## src/rtl/tsp_pkg.sv

```systemverilog
`timescale 1ns / 1ps
// ----------------------------------------------------------------------------
// tsp_pkg: shared types for the timer slot pool
// Command codes, controller states and the command and status groups that
// join the controller to the datapath.
// ----------------------------------------------------------------------------
package tsp_pkg;

   // request payload layout
   localparam int DUR_W      = 32;
   localparam int ID_W       = 6;
   localparam int NOW_W      = 32;
   localparam int REQ_DATA_W = 72;
   localparam int REQ_USER_W = 2;
   localparam int RSP_DATA_W = 16;

   // slots examined per search cycle
   localparam int GROUP_W    = 32;
   localparam int GROUP_LOG  = 5;

   typedef enum logic [1:0] {
      OP_START   = 2'd0,
      OP_RESTART = 2'd1,
      OP_CHECK   = 2'd2,
      OP_STOP    = 2'd3
   } tsp_op_type;

   typedef enum logic [2:0] {
      ST_IDLE,
      ST_DISPATCH,
      ST_SEARCH,
      ST_READ,
      ST_EXEC,
      ST_DONE
   } tsp_state_type;

   // controller to datapath
   typedef struct packed {
      logic capture;
      logic dispatch;
      logic search_step;
      logic mem_read;
      logic exec;
      logic load_rsp;
   } tsp_cmd_type;

   // datapath to controller
   typedef struct packed {
      logic is_start;
      logic is_stop;
      logic id_skip;
      logic grp_hit;
      logic grp_last;
   } tsp_status_type;

endpackage

```

## src/rtl/timer_slot_pool.sv

```systemverilog
`timescale 1ns / 1ps
// ----------------------------------------------------------------------------
// timer_slot_pool: pool of timer slots with start, restart, check and stop
// Each slot holds a duration and a deadline in small memories; requests carry
// the current tick count and return one response each.
// ----------------------------------------------------------------------------
// Requests are handled one at a time. Restart and check step through
// dispatch, memory read, execute and response. Start steps through dispatch,
// the free-slot scan, execute and response; the scan looks at one group of 32
// slots after another until it finds a free slot, and a start that finds every
// slot busy goes from the scan straight to response. Stop skips the memory
// read, and a restart, check or stop with id 0 or an id above SLOT_COUNT goes
// from dispatch straight to response. These steps are set by the single-port
// slot memories and the free-slot scan, which examines 32 slots per cycle.
// The response sits in its own register, so a new request is taken while the
// previous response still waits; that request then holds in its response
// step until the waiting response is taken.
module timer_slot_pool import tsp_pkg::*; #(
   parameter int SLOT_COUNT = 32,
   parameter int TICK_WIDTH = 32
) (
   input  logic                  clock,
   input  logic                  reset,
   input  logic                  req_tvalid,
   output logic                  req_tready,
   // [31:0] duration_ticks, [37:32] slot_id, [69:38] now_ticks, [71:70] zero
   input  logic [REQ_DATA_W-1:0] req_tdata,
   // [1:0] operation
   input  logic [REQ_USER_W-1:0] req_tuser,
   output logic                  rsp_tvalid,
   input  logic                  rsp_tready,
   // [5:0] granted_id, [6] pool_full, [7] expired, [8] bad_id, [15:9] zero
   output logic [RSP_DATA_W-1:0] rsp_tdata
);

   tsp_cmd_type    cmd;
   tsp_status_type status;

   // sequencer
   tsp_ctrl u_ctrl (
      .clock      (clock),
      .reset      (reset),
      .req_tvalid (req_tvalid),
      .req_tready (req_tready),
      .rsp_tvalid (rsp_tvalid),
      .rsp_tready (rsp_tready),
      .status     (status),
      .cmd        (cmd)
   );

   // slot storage and arithmetic
   tsp_datapath #(
      .SLOT_COUNT (SLOT_COUNT),
      .TICK_WIDTH (TICK_WIDTH)
   ) u_datapath (
      .clock     (clock),
      .reset     (reset),
      .cmd       (cmd),
      .status    (status),
      .req_tdata (req_tdata),
      .req_tuser (req_tuser),
      .rsp_tdata (rsp_tdata)
   );

endmodule

```

## src/rtl/tsp_datapath.sv

```systemverilog
`timescale 1ns / 1ps
// ----------------------------------------------------------------------------
// tsp_datapath: slot storage and per-request arithmetic
// Holds the request, the duration and deadline memories with their valid
// bits, the free-slot scan, the deadline adder and the response register.
// ----------------------------------------------------------------------------
module tsp_datapath import tsp_pkg::*; #(
   parameter int SLOT_COUNT = 32,
   parameter int TICK_WIDTH = 32
) (
   input  logic                  clock,
   input  logic                  reset,
   input  tsp_cmd_type           cmd,
   output tsp_status_type        status,
   input  logic [REQ_DATA_W-1:0] req_tdata,
   input  logic [REQ_USER_W-1:0] req_tuser,
   output logic [RSP_DATA_W-1:0] rsp_tdata
);

   localparam int SLOT_W     = (SLOT_COUNT > 1) ? $clog2(SLOT_COUNT) : 1;
   localparam int NUM_GROUPS = (SLOT_COUNT + GROUP_W - 1) / GROUP_W;
   localparam int GRP_W      = (NUM_GROUPS > 1) ? $clog2(NUM_GROUPS) : 1;
   localparam int SCAN_W     = GRP_W + GROUP_LOG;
   localparam int SUM_W      = (TICK_WIDTH > NOW_W) ? TICK_WIDTH : NOW_W;
   localparam logic [8:0]       SLOT_COUNT_W = 9'(SLOT_COUNT);
   localparam logic [GRP_W-1:0] LAST_GRP     = GRP_W'(NUM_GROUPS - 1);

   // request register
   tsp_op_type       op_ff;
   logic [DUR_W-1:0] dur_ff;
   logic [ID_W-1:0]  id_ff;
   logic [NOW_W-1:0] now_ff;

   // slot state
   logic [SLOT_COUNT-1:0] du_valid_ff, du_valid_in;
   logic [SLOT_COUNT-1:0] dl_valid_ff, dl_valid_in;
   logic [DUR_W-1:0]      dur_mem [SLOT_COUNT];
   logic [TICK_WIDTH-1:0] dl_mem  [SLOT_COUNT];
   logic [DUR_W-1:0]      rd_dur_ff;
   logic [TICK_WIDTH-1:0] rd_dl_ff;

   // working registers
   logic [SLOT_W-1:0] idx_ff, idx_in;
   logic [GRP_W-1:0]  grp_ff, grp_in;
   logic [ID_W-1:0]   granted_ff, granted_in;
   logic              full_ff, full_in;
   logic              expired_ff, expired_in;
   logic              bad_ff, bad_in;
   logic [RSP_DATA_W-1:0] out_ff;

   logic                      id_over;
   logic                      id_zero;
   logic [8:0]                id_m1;
   logic [NUM_GROUPS*GROUP_W-1:0] busy_pad;
   logic [GROUP_W-1:0]        grp_bits;
   logic [GROUP_LOG-1:0]      hit_pos;
   logic                      grp_hit;
   logic [SCAN_W-1:0]         found_idx;
   logic [8:0]                found_id;
   logic [DUR_W-1:0]          dur_operand;
   logic [SUM_W-1:0]          sum_wide;
   logic [SUM_W-1:0]          now_wide;
   logic [TICK_WIDTH-1:0]     now_t;
   logic [TICK_WIDTH-1:0]     new_deadline;
   logic [TICK_WIDTH-1:0]     dl_eff;
   logic                      reached;

   // request capture
   always_ff @(posedge clock) begin
      if (cmd.capture) begin
         op_ff  <= tsp_op_type'(req_tuser);
         dur_ff <= req_tdata[DUR_W-1:0];
         id_ff  <= req_tdata[DUR_W +: ID_W];
         now_ff <= req_tdata[DUR_W+ID_W +: NOW_W];
      end
   end

   // id decode
   assign id_zero = (id_ff == '0);
   assign id_over = ({3'b000, id_ff} > SLOT_COUNT_W);
   assign id_m1   = {3'b000, id_ff} - 9'd1;

   // free-slot scan, one group of slots per cycle
   always_comb begin
      busy_pad = '1;
      busy_pad[SLOT_COUNT-1:0] = du_valid_ff;
   end
   assign grp_bits = busy_pad[grp_ff*GROUP_W +: GROUP_W];

   always_comb begin
      hit_pos = '0;
      for (int i = GROUP_W - 1; i >= 0; i--) begin
         if (!grp_bits[i]) begin
            hit_pos = GROUP_LOG'(i);
         end
      end
   end
   assign grp_hit   = ~&grp_bits;
   assign found_idx = {grp_ff, hit_pos};
   assign found_id  = 9'(found_idx) + 9'd1;

   // deadline arithmetic
   assign now_wide     = SUM_W'(now_ff);
   assign now_t        = now_wide[TICK_WIDTH-1:0];
   assign dur_operand  = (op_ff == OP_START) ? dur_ff
                                              : (du_valid_ff[idx_ff] ? rd_dur_ff : '0);
   assign sum_wide     = now_wide + SUM_W'(dur_operand);
   assign new_deadline = sum_wide[TICK_WIDTH-1:0];
   assign dl_eff       = dl_valid_ff[idx_ff] ? rd_dl_ff : '0;
   assign reached      = (now_t >= dl_eff);

   // working register next values
   always_comb begin
      idx_in     = idx_ff;
      grp_in     = grp_ff;
      granted_in = granted_ff;
      full_in    = full_ff;
      expired_in = expired_ff;
      bad_in     = bad_ff;
      if (cmd.capture) begin
         granted_in = '0;
         full_in    = 1'b0;
         expired_in = 1'b0;
         bad_in     = 1'b0;
      end
      if (cmd.dispatch) begin
         idx_in = id_m1[SLOT_W-1:0];
         grp_in = '0;
         if (op_ff != OP_START) begin
            if (id_over) begin
               bad_in = 1'b1;
            end else if (id_zero && (op_ff == OP_CHECK)) begin
               expired_in = 1'b1;
            end
         end
      end
      if (cmd.search_step) begin
         if (grp_hit) begin
            idx_in     = found_idx[SLOT_W-1:0];
            granted_in = found_id[ID_W-1:0];
         end else if (grp_ff == LAST_GRP) begin
            full_in = 1'b1;
         end else begin
            grp_in = grp_ff + GRP_W'(1);
         end
      end
      if (cmd.exec && (op_ff == OP_CHECK) && reached) begin
         expired_in = 1'b1;
      end
   end

   always_ff @(posedge clock) begin
      idx_ff     <= idx_in;
      grp_ff     <= grp_in;
      granted_ff <= granted_in;
      full_ff    <= full_in;
      expired_ff <= expired_in;
      bad_ff     <= bad_in;
   end

   // valid bits: a cleared bit reads as the zero reset value
   always_comb begin
      du_valid_in = du_valid_ff;
      dl_valid_in = dl_valid_ff;
      if (cmd.exec) begin
         unique case (op_ff)
            OP_START: begin
               du_valid_in[idx_ff] = (dur_ff != '0);
               dl_valid_in[idx_ff] = 1'b1;
            end
            OP_RESTART: begin
               dl_valid_in[idx_ff] = 1'b1;
            end
            OP_CHECK: begin
               if (reached) begin
                  du_valid_in[idx_ff] = 1'b0;
                  dl_valid_in[idx_ff] = 1'b0;
               end
            end
            OP_STOP: begin
               du_valid_in[idx_ff] = 1'b0;
               dl_valid_in[idx_ff] = 1'b0;
            end
            default: begin
               du_valid_in = du_valid_ff;
            end
         endcase
      end
   end

   always_ff @(posedge clock) begin
      if (reset) begin
         du_valid_ff <= '0;
         dl_valid_ff <= '0;
      end else begin
         du_valid_ff <= du_valid_in;
         dl_valid_ff <= dl_valid_in;
      end
   end

   // duration memory
   always_ff @(posedge clock) begin
      if (cmd.exec && (op_ff == OP_START) && (dur_ff != '0)) begin
         dur_mem[idx_ff] <= dur_ff;
      end
      if (cmd.mem_read) begin
         rd_dur_ff <= dur_mem[idx_ff];
      end
   end

   // deadline memory
   always_ff @(posedge clock) begin
      if (cmd.exec && ((op_ff == OP_START) || (op_ff == OP_RESTART))) begin
         dl_mem[idx_ff] <= new_deadline;
      end
      if (cmd.mem_read) begin
         rd_dl_ff <= dl_mem[idx_ff];
      end
   end

   // response register
   always_ff @(posedge clock) begin
      if (cmd.load_rsp) begin
         out_ff <= {7'b0000000, bad_ff, expired_ff, full_ff, granted_ff};
      end
   end
   assign rsp_tdata = out_ff;

   // status to controller
   assign status.is_start = (op_ff == OP_START);
   assign status.is_stop  = (op_ff == OP_STOP);
   assign status.id_skip  = id_over || id_zero;
   assign status.grp_hit  = grp_hit;
   assign status.grp_last = (grp_ff == LAST_GRP);

`ifndef SYNTHESIS
   // a granted slot is always one that was free
   assert property (@(posedge clock) disable iff (reset)
      (cmd.exec && (op_ff == OP_START)) |-> !du_valid_ff[idx_ff])
      else $error("start writes a busy slot");
   // a stop always leaves the slot free
   assert property (@(posedge clock) disable iff (reset)
      (cmd.exec && (op_ff == OP_STOP)) |=> !du_valid_ff[$past(idx_ff)])
      else $error("stopped slot still busy");
`endif

endmodule

```

## src/rtl/tsp_ctrl.sv

```systemverilog
`timescale 1ns / 1ps
// ----------------------------------------------------------------------------
// tsp_ctrl: request sequencer for the timer slot pool
// Steps requests through dispatch, scan or read, execute and response as
// needed, and owns the request ready and response valid handshake.
// ----------------------------------------------------------------------------
module tsp_ctrl import tsp_pkg::*; (
   input  logic           clock,
   input  logic           reset,
   input  logic           req_tvalid,
   output logic           req_tready,
   output logic           rsp_tvalid,
   input  logic           rsp_tready,
   input  tsp_status_type status,
   output tsp_cmd_type    cmd
);

   tsp_state_type state_ff, state_in;
   logic          rsp_valid_ff, rsp_valid_in;
   logic          rsp_free;

   assign rsp_free = !rsp_valid_ff || rsp_tready;

   // next state
   always_comb begin
      state_in = state_ff;
      unique case (state_ff)
         ST_IDLE: begin
            if (req_tvalid) begin
               state_in = ST_DISPATCH;
            end
         end
         ST_DISPATCH: begin
            priority if (status.is_start) begin
               state_in = ST_SEARCH;
            end else if (status.id_skip) begin
               state_in = ST_DONE;
            end else if (status.is_stop) begin
               state_in = ST_EXEC;
            end else begin
               state_in = ST_READ;
            end
         end
         ST_SEARCH: begin
            priority if (status.grp_hit) begin
               state_in = ST_EXEC;
            end else if (status.grp_last) begin
               state_in = ST_DONE;
            end else begin
               state_in = ST_SEARCH;
            end
         end
         ST_READ: begin
            state_in = ST_EXEC;
         end
         ST_EXEC: begin
            state_in = ST_DONE;
         end
         ST_DONE: begin
            if (rsp_free) begin
               state_in = ST_IDLE;
            end
         end
         default: begin
            state_in = ST_IDLE;
         end
      endcase
   end

   // datapath commands
   always_comb begin
      cmd = '0;
      unique case (state_ff)
         ST_IDLE:     cmd.capture     = req_tvalid;
         ST_DISPATCH: cmd.dispatch    = 1'b1;
         ST_SEARCH:   cmd.search_step = 1'b1;
         ST_READ:     cmd.mem_read    = 1'b1;
         ST_EXEC:     cmd.exec        = 1'b1;
         ST_DONE:     cmd.load_rsp    = rsp_free;
         default:     cmd             = '0;
      endcase
   end

   // response valid
   always_comb begin
      rsp_valid_in = rsp_valid_ff;
      priority if (cmd.load_rsp) begin
         rsp_valid_in = 1'b1;
      end else if (rsp_tready) begin
         rsp_valid_in = 1'b0;
      end
   end

   always_ff @(posedge clock) begin
      if (reset) begin
         state_ff     <= ST_IDLE;
         rsp_valid_ff <= 1'b0;
      end else begin
         state_ff     <= state_in;
         rsp_valid_ff <= rsp_valid_in;
      end
   end

   assign req_tready = (state_ff == ST_IDLE);
   assign rsp_tvalid = rsp_valid_ff;

`ifndef SYNTHESIS
   // an accepted request always goes to dispatch
   assert property (@(posedge clock) disable iff (reset)
      (req_tvalid && req_tready) |=> (state_ff == ST_DISPATCH))
      else $error("accepted request not dispatched");
   // a response is never loaded over one still waiting
   assert property (@(posedge clock) disable iff (reset)
      cmd.load_rsp |-> (!rsp_valid_ff || rsp_tready))
      else $error("response overwritten");
   // a scan that misses the last group ends in a response
   assert property (@(posedge clock) disable iff (reset)
      ((state_ff == ST_SEARCH) && !status.grp_hit && status.grp_last)
         |=> (state_ff == ST_DONE))
      else $error("scan ran past last group");
`endif

endmodule

```

## config.mk

```make
export PLATFORM = sky130hd
export DESIGN_NAME = timer_slot_pool
export DESIGN_NICKNAME = d
export VERILOG_FILES = /design/src/rtl/tsp_pkg.sv /design/src/rtl/timer_slot_pool.sv /design/src/rtl/tsp_datapath.sv /design/src/rtl/tsp_ctrl.sv
export SDC_FILE = /design/constraint.sdc
export NUM_CORES = 2
export LEC_CHECK = 0
export ABC_AREA = 1
export ABC_CLOCK_PERIOD_IN_PS = 6300
export BUFFER_PORTS_ARGS = -buffer_cell sky130_fd_sc_hd__buf_2
export CELL_PAD_IN_SITES_DETAIL_PLACEMENT = 1
export CELL_PAD_IN_SITES_GLOBAL_PLACEMENT = 1
export CORE_UTILIZATION = 40
export CTS_CLUSTER_SIZE = 24
export DETAILED_ROUTE_END_ITERATION = 12
export PLACE_DENSITY_LB_ADDON = 0.1
export SLEW_MARGIN = 5
export SYNTH_ARGS = -nofsm -noshare
export SYNTH_HDL_FRONTEND = slang
export SYNTH_SLANG_ARGS = --single-unit
```

## constraint.sdc

```tcl
create_clock -name clock -period 6.3 [get_ports clock]
set_input_delay 0.315 -clock clock [delete_from_list [all_inputs] [get_ports clock]]
set_output_delay 0.315 -clock clock [all_outputs]
set_load 0.02 [all_outputs]
```

==> results.toml <==
[clocking]
cts_buffers = 234
worstSkewPairLatency_ns = 0.88
h-tree-depth = 4
cts_root_buf = "clkbuf_16"
cts.path.max_buffers = 3
path_clk_slew_ns = 0.06
cts_tree = "done"
cts_sinks = 2276

[placement]
dp_hpwl_mm = 154
place_ws_ns = 0.0942
io_buffers = 86
routabilityCongestion = 0.808
dpl.cell_count = 8343

[power_and_ir_drop]
p_leak_nw = 32.2
vdd_drop_max_v = 0.000307
power_density_nw_per_um2 = 417

[drt]
totalWireLength_mm = 295
drcViolationCount = 0
via_count = 53100
first_iter_violations = 6193
vias_per_cell = 6.01
firstDrtPassIters = 6
route.detailed.wl_per_inst_um = 33.3
antenna_left = 0

[synthesis]
netlist_area_um2 = 86700
yosysWarningCount = 0
synth_cell_types = 62
ys.flop_type = "edfxtp_1"
synth_commonest_cells = "2193 x edfxtp_1, 1043 x a22oi_1, 557 x nand2_1, 368 x a21oi_1, 214 x clkbuf_1"
synth_top_area_share = 0.759
synth_top_area_cell = "edfxtp_1"
synth-seq-cells = 2276
syn-instance-count = 5536
syn_area_per_cell_um2 = 15.7
synth_edf_count = 2193
synth_area_leaders = "edfxtp_1 76%, a22oi_1 9.0%, nand2_1 2.4%, a21oi_1 2.1%, dfxtp_1 1.9%"
ys_seq_area_frac = 0.778
yosysMostFrequentCell = "edfxtp_1"
synthArstFlopShare = 0

[timing]
period_minus_slack_ns = 5.85
hold_viol_final = 0
tightest_slew_ns = 1.35
relSlewSlack = 0.101
min_period_over_period = 0.928
slew_viol_final = 0
fin_skew_ns = 0.0472
setup_slack_ns = 0.453
fin_setup_tns_ns = 0
whs_ns = 0.138
fmax_mhz = 171
finalSetupViolations = 0
rsz0062_at_grt = "false"

[hold_path]
hold_class = "in2reg"
min_from = "req_tdata[26]"
whs_endpoint = "u_datapath.dur_ff[26]$_DFFE_PP_"
holdPathStages = 2

[floorplanning]
row_count = 170
ioPinCount = 96
die_y_um = 468
dieArea_um2 = 219000
core_area_um2 = 215000
floorplan.initialDensity = 0.403
die-width_um = 468

[critical_path]
endpoint_kind = "flip-flop"
arrival_ns = 6.63
r2r-start = "u_datapath.idx_ff[0]$_DFF_P_"
reg2reg_depth = 29
critPathMostFrequentCell = "nand2_1"
critPathLaunchType = "flip-flop"
crit_type = "reg2reg"
crit_path_max_fanout = 65
crit_slowest_cell = "dfxtp_1"
cp.required_ns = 7.08
r2r_end = "u_datapath.busy_pad[19]$_SDFFE_PP0P_"
cpPeakStageDelay_ns = 0.42
rrSetupSlack_ns = 0.45

[outcome]
status = "finished clean"

[grt]
grt_pass1_vias = 53800
grt_overflow = 0
grt.total_usage = 0.268
grt_pass1_wl_mm = 413
antenna_found_initial = 8
grt_max_degree = 125

[cells_and_area]
stdcell_count = 8847
layout-area-overhead-vs-synth_pct = 15.4
seq_area_um2 = 67500
multi_input_area_um2 = 18200
fin_nets = 5969
nFillCells = 20600
drive_above_1_share = 0.130

[job]
maxCapViolCount = 0
[sequential cells by signal (all words and copies together) (netlist names), named ones only]
name and flops:
u_datapath.bad_ff 1, u_datapath.dl_mem 1024, u_datapath.rsp_tdata 9, u_ctrl.state_ff 3, u_datapath.expired_ff 1, u_datapath.rd_dur_ff 32, u_datapath.id_ff 6, u_datapath.grp_ff 1
u_datapath.now_ff 32, u_datapath.idx_ff 5, u_datapath.op_ff 2, u_datapath.full_ff 1, u_datapath.dur_mem 1024, u_datapath.rd_dl_ff 32, u_datapath.dur_ff 32, u_ctrl.rsp_tvalid 1
u_datapath.busy_pad 32, u_datapath.granted_ff 6
[repair_timing]
action | in CTS | in global routing
resized for setup | 0 | 12
endpoints found under the hold margin | 85 | 0
setup endpoints to repair | 0 | 144
hold buffers | 77 | 0
buffers inserted | 0 | 2
[worst max path at each step]
| stage | start | endpoint | slack, ns | depth (start not counted) |
|---|---|---|---|---|
| finish | u_datapath.idx_ff[0]$_DFF_P_ | u_datapath.busy_pad[19]$_SDFFE_PP0P_ | 0.45 | 29 |
| global route | u_datapath.idx_ff[0]$_DFF_P_ | u_datapath.busy_pad[19]$_SDFFE_PP0P_ | 0.02 | 27 |
| CTS | u_datapath.idx_ff[1]$_DFF_P_ | u_datapath.busy_pad[19]$_SDFFE_PP0P_ | 0.008 | 26 |
| detailed placement | u_datapath.idx_ff[1]$_DFF_P_ | u_datapath.dl_mem[16][30]$_DFFE_PP_ | 0.09 | 23 |
| global placement | u_datapath.idx_ff[1]$_DFF_P_ | u_datapath.busy_pad[24]$_SDFFE_PP0P_ | 0.26 | 26 |
| floorplan | u_datapath.idx_ff[0]$_DFF_P_ | u_datapath.dl_mem[0][30]$_DFFE_PP_ | 1.10 | 26 |
[layout make-up]
class                           instances  area share
Timing Repair Buffer                  377      0.0302
Multi-Input combinational cell       2802       0.182
Antenna cell                            3   0.0000750
Inverter                              129     0.00520
Tap cell                             2838      0.0355
Clock inverter                        119      0.0110
Sequential cell                      2276       0.675
Clock buffer                          303      0.0613
[cell usage in the layout (no fill, tap or decap), drive strengths merged, types with 97 or more instances in the layout]
cell type  instances
a22oi           1043
nand2            562
edfxtp          2193
nor2             199
buf              299
inv              132
clkbuf           304
clkinv            97
o21ai            102
a21oi            382
[routing by layer]
layer  vias to the layer above  global-route usage  share of wire
li1                      22500                   -              -
met1                     28400               0.386           0.45
met2                      1848               0.429           0.47
met3                       348              0.0368          0.061
met4                         2              0.0634          0.021
met5                         -                   0       0.000044
[kinds of logic (layout without fill, tap and decap cells)]
family | after synthesis | count (layout) | synth area share
AO/OA/AOI/OAI | 1753 | 1753 | 0.141
XOR/XNOR | 32 | 32 | 0.00332
adder cells (fa/ha/maj) | 71 | 71 | 0.0103
buffers and inverters | 464 | 928 | 0.0214
flip-flops | 2276 | 2276 | 0.778
other | 1 | 10 | 0.0000432
AND/OR/NAND/NOR | 939 | 939 | 0.0454
[power by group]
| part | switching, mW | leakage [nW] | internal [mW] | total, mW |
|---|---|---|---|---|
| logic | 7.71 | 8.24 | 2.73 | 10.4 |
| clock network | 5.92 | 3.50 | 7.46 | 13.4 |
| registers | 0.161 | 20.4 | 17.8 | 17.9 |
[through the flow]
stage	power [mW]	utilization	area (um2)
floorplan	24.1	-	86700
global placement	28.5	0.428	92000
detailed placement	28.6	0.428	92000
CTS	42.0	0.465	100000
global route	43.2	0.465	100000
finish	41.7	0.465	100000
[critical path: cells and delay by family, from the launching register on]
family	cells	cell delay (ns)
adder cells (fa/ha/maj)	1	0.16
flip-flops	1	0.42
AO/OA/AOI/OAI	8	1.36
AND/OR/NAND/NOR	13	2.62
buffers and inverters	7	1.16
Note: power is estimated with default switching activity, not from simulation.
